## src/hdl/pac_pkg.sv

```systemverilog
package pac_pkg;

	// Divider geometry
	localparam int unsigned SmallNw = 12;
	localparam int unsigned SmallDw = 6;
	localparam int unsigned BigNw   = 32;
	localparam int unsigned BigDw   = 19;

	// Modulation codes
	localparam logic [1:0] MOD_CHIRP = 2'd0;
	localparam logic [1:0] MOD_FSK   = 2'd1;

	localparam logic [2:0] BW_UNSUPPORTED = 3'd7;

	typedef enum logic [2:0] {
		ST_OK        = 3'd0,
		ST_BAD_MOD   = 3'd1,
		ST_BAD_BW    = 3'd2,
		ST_BAD_SF    = 3'd3,
		ST_ZERO_RATE = 3'd4
	} status_t;

	// Per-packet context carried alongside the payload symbol divide
	typedef struct packed {
		status_t     status;
		logic        lora;
		logic        fsk;
		logic [3:0]  sf;
		logic [15:0] pre;
		logic [2:0]  cr;
		logic [2:0]  bwi;
		logic [16:0] bytes;
		logic [18:0] rate;
	} pac_ctx_t;

	// Context carried alongside the airtime divide
	typedef struct packed {
		status_t status;
		logic    fsk;
	} pac_tail_t;

	// 4 * truncated bandwidth in kHz
	function automatic logic [BigDw-1:0] bw_div(input logic [2:0] bwi);
		logic [BigDw-1:0] d;
		case (bwi)
			3'd0:    d = 19'd2000;
			3'd1:    d = 19'd1000;
			3'd2:    d = 19'd500;
			3'd3:    d = 19'd248;
			3'd4:    d = 19'd124;
			3'd5:    d = 19'd60;
			3'd6:    d = 19'd28;
			default: d = 19'd1;
		endcase
		return d;
	endfunction

endpackage

```

## src/hdl/pac_div.sv

```systemverilog
// Pipelined restoring divider, one quotient bit per stage.
module pac_div #(
	parameter int unsigned NW = 8,
	parameter int unsigned DW = 8,
	parameter int unsigned PW = 1
) (
	input  logic          clk,
	input  logic          arst_n,
	input  logic          en,
	input  logic          in_valid,
	input  logic [NW-1:0] in_num,
	input  logic [DW-1:0] in_den,
	input  logic [PW-1:0] in_pay,
	output logic          out_valid,
	output logic [NW-1:0] out_quot,
	output logic [PW-1:0] out_pay
);

	// Partial remainder in the upper bits, dividend/quotient in the lower bits
	logic [NW+DW-1:0] acc_s [1:NW];
	logic [DW-1:0]    den_s [1:NW];
	logic [PW-1:0]    pay_s [1:NW];
	logic [NW:1]      vld_s;

	for (genvar i = 0; i < NW; i++) begin : g_step
		logic [NW+DW-1:0] a_in;
		logic [DW-1:0]    d_in;
		logic [PW-1:0]    p_in;
		logic             v_in;
		logic [NW+DW:0]   sh;
		logic [DW:0]      hi;
		logic [DW:0]      diff;
		logic             ge;
		logic [NW+DW-1:0] nxt;

		if (i == 0) begin : g_first
			assign a_in = {{DW{1'b0}}, in_num};
			assign d_in = in_den;
			assign p_in = in_pay;
			assign v_in = in_valid;
		end else begin : g_next
			assign a_in = acc_s[i];
			assign d_in = den_s[i];
			assign p_in = pay_s[i];
			assign v_in = vld_s[i];
		end

		// Shift, trial subtract, restore
		always_comb begin
			sh   = {a_in, 1'b0};
			hi   = sh[NW+DW:NW];
			ge   = (hi >= {1'b0, d_in});
			diff = hi - {1'b0, d_in};
			if (ge) begin
				nxt = {diff[DW-1:0], sh[NW-1:1], 1'b1};
			end else begin
				nxt = {hi[DW-1:0], sh[NW-1:0]};
			end
		end

		always_ff @(posedge clk or negedge arst_n) begin
			if (!arst_n) begin
				vld_s[i+1] <= 1'b0;
			end else if (en) begin
				vld_s[i+1] <= v_in;
			end
		end

		always_ff @(posedge clk) begin
			if (en) begin
				acc_s[i+1] <= nxt;
				den_s[i+1] <= d_in;
				pay_s[i+1] <= p_in;
			end
		end
	end

	assign out_valid = vld_s[NW];
	assign out_quot  = acc_s[NW][NW-1:0];
	assign out_pay   = pay_s[NW];

endmodule

```

## src/hdl/pac_front.sv

```systemverilog
// Input decode: status checks, symbol-count numerator, FSK byte count.
module pac_front (
	input  logic                  clk,
	input  logic                  arst_n,
	input  logic                  en,
	input  logic                  in_valid,
	input  logic [1:0]            modulation,
	input  logic [2:0]            bandwidth_index,
	input  logic [18:0]           rate_value,
	input  logic [15:0]           preamble_length,
	input  logic [7:0]            payload_bytes,
	input  logic [2:0]            coding_rate,
	input  logic                  implicit_header,
	input  logic                  crc_absent,
	input  logic [3:0]            sync_word_bytes,
	output logic                  valid_s1,
	output pac_pkg::pac_ctx_t     ctx_s1,
	output logic [pac_pkg::SmallNw-1:0] num_s1,
	output logic [pac_pkg::SmallDw-1:0] den_s1
);

	pac_pkg::status_t             status;
	pac_pkg::pac_ctx_t            ctx;
	logic [3:0]                   sf;
	logic [11:0]                  pos_term;
	logic [7:0]                   neg_term;
	logic                         de;
	logic [pac_pkg::SmallDw-1:0]  den;
	logic [pac_pkg::SmallNw-1:0]  num;
	logic [16:0]                  bytes;

	// Status checks, bandwidth before spreading factor
	always_comb begin
		status = pac_pkg::ST_OK;
		case (modulation)
			pac_pkg::MOD_CHIRP: begin
				if (bandwidth_index == pac_pkg::BW_UNSUPPORTED) begin
					status = pac_pkg::ST_BAD_BW;
				end else if (rate_value < 19'd7 || rate_value > 19'd12) begin
					status = pac_pkg::ST_BAD_SF;
				end
			end
			pac_pkg::MOD_FSK: begin
				if (rate_value == 19'd0) begin
					status = pac_pkg::ST_ZERO_RATE;
				end
			end
			default: status = pac_pkg::ST_BAD_MOD;
		endcase
	end

	// Ceiling divide operands: (num + den - 1) / den, zero when num <= 0
	always_comb begin
		sf       = rate_value[3:0];
		pos_term = {1'b0, payload_bytes, 3'b000} + 12'd44;
		neg_term = {2'b00, sf, 2'b00} + (implicit_header ? 8'd20 : 8'd0);
		de       = (sf >= 4'd11);
		den      = {sf - (de ? 4'd2 : 4'd0), 2'b00};
		if (pos_term > {4'b0000, neg_term}) begin
			num = pos_term - {4'b0000, neg_term} + {6'b000000, den} - 12'd1;
		end else begin
			num = '0;
		end
		bytes = {1'b0, preamble_length} + {13'd0, sync_word_bytes} + 17'd1
			+ {9'd0, payload_bytes} + (crc_absent ? 17'd0 : 17'd2);
	end

	always_comb begin
		ctx        = '0;
		ctx.status = status;
		ctx.lora   = (modulation == pac_pkg::MOD_CHIRP) && (status == pac_pkg::ST_OK);
		ctx.fsk    = (modulation == pac_pkg::MOD_FSK) && (status == pac_pkg::ST_OK);
		ctx.sf     = sf;
		ctx.pre    = preamble_length;
		ctx.cr     = coding_rate;
		ctx.bwi    = bandwidth_index;
		ctx.bytes  = bytes;
		ctx.rate   = rate_value;
	end

	always_ff @(posedge clk or negedge arst_n) begin
		if (!arst_n) begin
			valid_s1 <= 1'b0;
		end else if (en) begin
			valid_s1 <= in_valid;
		end
	end

	always_ff @(posedge clk) begin
		if (en) begin
			ctx_s1 <= ctx;
			num_s1 <= num;
			den_s1 <= den;
		end
	end

endmodule

```

## src/hdl/packet_airtime_calculator_top.sv

```systemverilog
// Packet airtime calculator.
// Slave stream s_*: one packet description per beat; s_tuser carries the
// modulation, s_tdata the remaining fields. Master stream m_*: one result
// per packet, airtime in ms on m_tdata and the status code on m_tuser.
// The cfg_* channel writes the FSK sync word byte count; it is always ready
// and should only be written while no packet is in flight. Reset value 3.
// From input beat to output beat a packet passes one decode stage, a
// 12-stage divider for the LoRa payload block count, two arithmetic stages,
// a 32-stage divider for the final airtime and the output register.
// Throughput is one packet per cycle while the receiver takes results; each
// divider retires one quotient bit per stage.
// The whole pipeline advances while the output register is empty or being
// taken; when the receiver stalls, s_tready drops and every stage holds.
// Reset clears all valid bits and restores the sync word count; no result is
// pending after reset.
module packet_airtime_calculator_top (
	input  logic        clk,
	input  logic        arst_n,
	input  logic        s_tvalid,
	output logic        s_tready,
	// bandwidth_index[2:0], rate_value[21:3], preamble_length[37:22],
	// payload_bytes[45:38], coding_rate[48:46], implicit_header[49],
	// crc_absent[50], zero fill above
	input  logic [55:0] s_tdata,
	// modulation[1:0]
	input  logic [1:0]  s_tuser,
	output logic        m_tvalid,
	input  logic        m_tready,
	// airtime_ms[29:0], zero fill above
	output logic [31:0] m_tdata,
	// status[2:0]
	output logic [2:0]  m_tuser,
	input  logic        cfg_valid,
	output logic        cfg_ready,
	input  logic [3:0]  cfg_data
);

	localparam int unsigned CtxW  = $bits(pac_pkg::pac_ctx_t);
	localparam int unsigned TailW = $bits(pac_pkg::pac_tail_t);

	logic                          adv;
	logic [3:0]                    sync_q;

	logic                          valid_s1;
	pac_pkg::pac_ctx_t             ctx_s1;
	logic [pac_pkg::SmallNw-1:0]   num_s1;
	logic [pac_pkg::SmallDw-1:0]   den_s1;

	logic                          sd_valid;
	logic [pac_pkg::SmallNw-1:0]   sd_quot;
	logic [CtxW-1:0]               sd_pay;
	pac_pkg::pac_ctx_t             sd_ctx;
	logic [3:0]                    cr_mult;

	logic                          valid_s2;
	pac_pkg::pac_ctx_t             ctx_s2;
	logic [15:0]                   sym_s2;
	logic [29:0]                   fnum_s2;

	logic                          valid_s3;
	pac_pkg::pac_ctx_t             ctx_s3;
	logic [19:0]                   quarter_s3;
	logic [29:0]                   fnum_s3;

	logic [pac_pkg::BigNw-1:0]     bd_num;
	logic [pac_pkg::BigDw-1:0]     bd_den;
	pac_pkg::pac_tail_t            bd_tail_in;
	logic                          bd_valid;
	logic [pac_pkg::BigNw-1:0]     bd_quot;
	logic [TailW-1:0]              bd_pay;
	pac_pkg::pac_tail_t            bd_tail;

	logic                          m_tvalid_q;
	logic [29:0]                   airtime_q;
	pac_pkg::status_t              status_q;

	// Global advance: output register free or being drained
	assign adv       = !m_tvalid_q || m_tready;
	assign s_tready  = adv;
	assign cfg_ready = 1'b1;

	// Sync word byte count register
	always_ff @(posedge clk or negedge arst_n) begin
		if (!arst_n) begin
			sync_q <= 4'd3;
		end else if (cfg_valid) begin
			sync_q <= cfg_data;
		end
	end

	pac_front u_front (
		.clk             (clk),
		.arst_n          (arst_n),
		.en              (adv),
		.in_valid        (s_tvalid),
		.modulation      (s_tuser),
		.bandwidth_index (s_tdata[2:0]),
		.rate_value      (s_tdata[21:3]),
		.preamble_length (s_tdata[37:22]),
		.payload_bytes   (s_tdata[45:38]),
		.coding_rate     (s_tdata[48:46]),
		.implicit_header (s_tdata[49]),
		.crc_absent      (s_tdata[50]),
		.sync_word_bytes (sync_q),
		.valid_s1        (valid_s1),
		.ctx_s1          (ctx_s1),
		.num_s1          (num_s1),
		.den_s1          (den_s1)
	);

	// Payload block count
	pac_div #(
		.NW (pac_pkg::SmallNw),
		.DW (pac_pkg::SmallDw),
		.PW (CtxW)
	) u_sdiv (
		.clk       (clk),
		.arst_n    (arst_n),
		.en        (adv),
		.in_valid  (valid_s1),
		.in_num    (num_s1),
		.in_den    (den_s1),
		.in_pay    (ctx_s1),
		.out_valid (sd_valid),
		.out_quot  (sd_quot),
		.out_pay   (sd_pay)
	);

	assign sd_ctx  = pac_pkg::pac_ctx_t'(sd_pay);
	assign cr_mult = {1'b0, sd_ctx.cr} + 4'd4;

	// Stage 2: payload symbols, FSK dividend
	always_ff @(posedge clk or negedge arst_n) begin
		if (!arst_n) begin
			valid_s2 <= 1'b0;
			valid_s3 <= 1'b0;
		end else if (adv) begin
			valid_s2 <= sd_valid;
			valid_s3 <= valid_s2;
		end
	end

	always_ff @(posedge clk) begin
		if (adv) begin
			ctx_s2  <= sd_ctx;
			sym_s2  <= 16'({4'd0, sd_quot} * {12'd0, cr_mult}) + 16'd8;
			fnum_s2 <= 30'({13'd0, sd_ctx.bytes} * 30'd8000);
		end
	end

	// Stage 3: quarter-symbol count
	always_ff @(posedge clk) begin
		if (adv) begin
			ctx_s3     <= ctx_s2;
			quarter_s3 <= {2'b00, ctx_s2.pre, 2'b00} + 20'd17 + {2'b00, sym_s2, 2'b00};
			fnum_s3    <= fnum_s2;
		end
	end

	// Airtime divide operands; error packets divide zero by one
	always_comb begin
		if (ctx_s3.lora) begin
			bd_num = {12'd0, quarter_s3} << ctx_s3.sf;
			bd_den = pac_pkg::bw_div(ctx_s3.bwi);
		end else if (ctx_s3.fsk) begin
			bd_num = {2'b00, fnum_s3};
			bd_den = ctx_s3.rate;
		end else begin
			bd_num = '0;
			bd_den = 19'd1;
		end
		bd_tail_in.status = ctx_s3.status;
		bd_tail_in.fsk    = ctx_s3.fsk;
	end

	pac_div #(
		.NW (pac_pkg::BigNw),
		.DW (pac_pkg::BigDw),
		.PW (TailW)
	) u_bdiv (
		.clk       (clk),
		.arst_n    (arst_n),
		.en        (adv),
		.in_valid  (valid_s3),
		.in_num    (bd_num),
		.in_den    (bd_den),
		.in_pay    (bd_tail_in),
		.out_valid (bd_valid),
		.out_quot  (bd_quot),
		.out_pay   (bd_pay)
	);

	assign bd_tail = pac_pkg::pac_tail_t'(bd_pay);

	// Output register; FSK adds one millisecond
	always_ff @(posedge clk or negedge arst_n) begin
		if (!arst_n) begin
			m_tvalid_q <= 1'b0;
		end else if (adv) begin
			m_tvalid_q <= bd_valid;
		end
	end

	always_ff @(posedge clk) begin
		if (adv) begin
			airtime_q <= bd_quot[29:0] + {29'd0, bd_tail.fsk};
			status_q  <= bd_tail.status;
		end
	end

	assign m_tvalid = m_tvalid_q;
	assign m_tdata  = {2'b00, airtime_q};
	assign m_tuser  = status_q;

endmodule

```

## config.mk

```make
export PLATFORM = sky130hd
export DESIGN_NAME = packet_airtime_calculator_top
export DESIGN_NICKNAME = d
export VERILOG_FILES = /design/src/hdl/pac_pkg.sv /design/src/hdl/pac_div.sv /design/src/hdl/pac_front.sv /design/src/hdl/packet_airtime_calculator_top.sv
export SDC_FILE = /design/constraint.sdc
export NUM_CORES = 2
export LEC_CHECK = 0
export BUFFER_PORTS_ARGS = -buffer_cell sky130_fd_sc_hd__buf_2
export CAP_MARGIN = 20
export CORE_AREA = 5 5 583 585
export CTS_BUF_LIST = sky130_fd_sc_hd__clkbuf_2
export DETAILED_ROUTE_END_ITERATION = 8
export DIE_AREA = 0 0 588 590
export PLACE_DENSITY = 0.66
export SYNTH_ARGS = -nofsm -noshare
export SYNTH_HDL_FRONTEND = slang
export SYNTH_HIERARCHICAL = 1
export SYNTH_SLANG_ARGS = --single-unit
```

## constraint.sdc

```tcl
create_clock -name clk -period 116.2 [get_ports clk]
set_clock_uncertainty 0.05 [all_clocks]
set_input_delay 5.81 -clock clk [delete_from_list [all_inputs] [get_ports clk]]
set_output_delay 5.81 -clock clk [all_outputs]
set_load 0.03 [all_outputs]
```

==> flow_metrics.env <==
export IMPL_fillers=28100
export IMPL_cts_tree="yes"
export IMPL_drc=0
export IMPL_cts_buffer_depth=4
export IMPL_numPortBuffers=96
export IMPL_intPower_mw=2.99
export IMPL_ys_warn_count=6
export IMPL_worst_slew_pin_slew_ns=1.14
export IMPL_end_kind="output port"
export IMPL_wl_per_cell_um=16.2
export IMPL_routed_wl_mm=266
export IMPL_min_path_cells=0
export IMPL_synth_avg_cell_area_um2=15.0
export IMPL_layout_commonest_cell="edfxtp_1"
export IMPL_dieArea_um2=347000
export IMPL_final_cell_mix="edfxtp_1, clkbuf_2, inv_1, ha_1, nand2_1"
export IMPL_grt_use_total_pct=15.2
export IMPL_multi_input_area_um2=43200
export IMPL_power_frac_clock_pct=17.8
export IMPL_clkTransAtPathRegs_ns=0.10
export IMPL_syn_area_um2=158000
export IMPL_swShare_pct=35.0
export IMPL_dp_hpwl_mm=181
export IMPL_cellLeakagePower_nw=67.5
export IMPL_setup_ws_ns=103.58
export IMPL_max_slew_margin_rel_pct=24.0
export IMPL_die_w_um=588
export IMPL_pwr_density_cell_nw_per_um2=26.8
export IMPL_seqCellArea_um2=110000
export IMPL_areaGrowthSynthToFinish_pct=8.81
export IMPL_vias=83900
export IMPL_clkSinkCount=3669
export IMPL_hold_slack_ns=0.235
export IMPL_min_period_over_period_pct=10.9
export IMPL_post_cts_resized=0
export IMPL_ctsHtreeMaxLevel=6
export IMPL_grt_pass1_vias=87700
export IMPL_cts_buffers=893
export IMPL_pre_cts_ws_ns=102.25
export IMPL_finalNetCount=12400
export IMPL_grt_ovfl_total=0
export IMPL_status="completed"
export IMPL_arrival_ns=6.76
export IMPL_postRouteAntennaNets=0
export IMPL_hold_buffers=0
export IMPL_startpoint_type="input pin"
export IMPL_syn_inst=10500
export IMPL_dr_pass1_iters=7
export IMPL_postCtsSetupBuffers=0
export IMPL_setup_tns_ns=0
export IMPL_required_ns=110.34
export IMPL_crit_fanout=51
export IMPL_rsz0062_at_grt="no"
export IMPL_p_switching_mw=1.61
export IMPL_fin_crit_ns=12.63
export IMPL_core_um2=335000
export IMPL_grt_pass1_wl_mm=437
export IMPL_grt_start_max_net_pins=203
export IMPL_drv_slew=0
export IMPL_ir_drop_mv=0.0388
export IMPL_reg2reg_depth=9
export IMPL_routed_via_density=5.10
export IMPL_finalHoldViolCount=0
export IMPL_hold_class="flop to flop"
export IMPL_initialDrtViolationCount=4661
export IMPL_initial_core_util_pct=47.2
export IMPL_pin_count=105
export IMPL_row_count=213
export IMPL_clock_fmax_ghz=0.0792
export IMPL_seqPwrFrac_pct=44.1
export IMPL_drive_above_1_share_pct=16.6
export IMPL_antenna_found_initial=7
export IMPL_combPwrFrac_pct=38.1
export IMPL_worstSkewPairLatency_ns=2.12
export IMPL_die_height_um=590
export IMPL_cap_viol_max_count=0
export IMPL_criticalPathCategory="input pin to output port"
export IMPL_gp_routability_congestion=0.896
export IMPL_setup_violations=0
export IMPL_cts_root_buf="clkbuf_2"
## state kept, by name, summed over array words and instances (netlist names), 11 cells and up
register            flops
quarter_s3             18
u_front/ctx_s1         63
u_sdiv/pay_s          804
u_sdiv/acc_s          210
u_bdiv/acc_s         1550
u_bdiv/pay_s          128
fnum_s3                24
sym_s2                 16
u_sdiv/den_s           66
u_front/num_s1         11
u_bdiv/den_s          589
u_sdiv/g_step.v_in     11
u_bdiv/g_step.v_in     31
airtime_q              30
ctx_s3                 27
fnum_s2                24
ctx_s2                 47
## layout make-up
| class | count | share of cell area (%) |
|---|---|---|
| sequential | 3669 | 64.0 |
| multi-input combinational | 5603 | 25.1 |
| clock buffer | 1279 | 3.73 |
| tap | 4407 | 3.21 |
| inverter | 1035 | 2.26 |
| clock inverter | 282 | 0.966 |
| timing repair buffer | 169 | 0.690 |
| antenna | 17 | 0.0248 |
## per-stage QoR
step	total power [mW]	instance area (µm²)	util, %	cells
after floorplan	3.78	158000	-	10500
after global placement	3.75	164000	48.9	14900
after detailed placement	3.81	164000	48.9	14900
after CTS	4.66	172000	51.3	16400
after global routing	4.98	172000	51.3	16400
final	4.60	172000	51.3	16500
## final timing paths
check | from | end | slack (ns)
setup / recovery | m_tready | s_tready | 103.58
hold reg to reg | u_bdiv/acc_s[0][180] | u_bdiv/acc_s[0][232] | 0.23
hold / removal | u_bdiv/acc_s[0][180] | u_bdiv/acc_s[0][232] | 0.23
max in group asynchronous | arst_n | u_bdiv/g_step[11].v_in | 111.69
min in group asynchronous | arst_n | sync_q[2] | 3.87
setup reg to reg | m_tvalid | u_bdiv/acc_s[0][1179] | 107.99
## power groups by stage
stage               clock network [mW]  registers (mW)  logic (mW)
finish                           0.818            2.03        1.76
global route                     0.942            2.06        1.97
CTS                              0.870            2.04        1.76
detailed placement                   0            2.07        1.74
global placement                     0            2.06        1.69
floorplan                            0            2.40        1.38
## metal layers
| metal | share of wire [%] | global-route usage [%] |
|---|---|---|
| met4 | 3.4 | 6.68 |
| met1 | 41 | 17.7 |
| met2 | 52 | 27.3 |
| met5 | 0.034 | 0 |
| met3 | 4.1 | 2.87 |
## critical path, stage by stage
cell and delay (ns):
buf_2 0.08, nand2b_4 0.51, buf_2 0.32
Note: power is estimated with default switching activity, not from simulation.
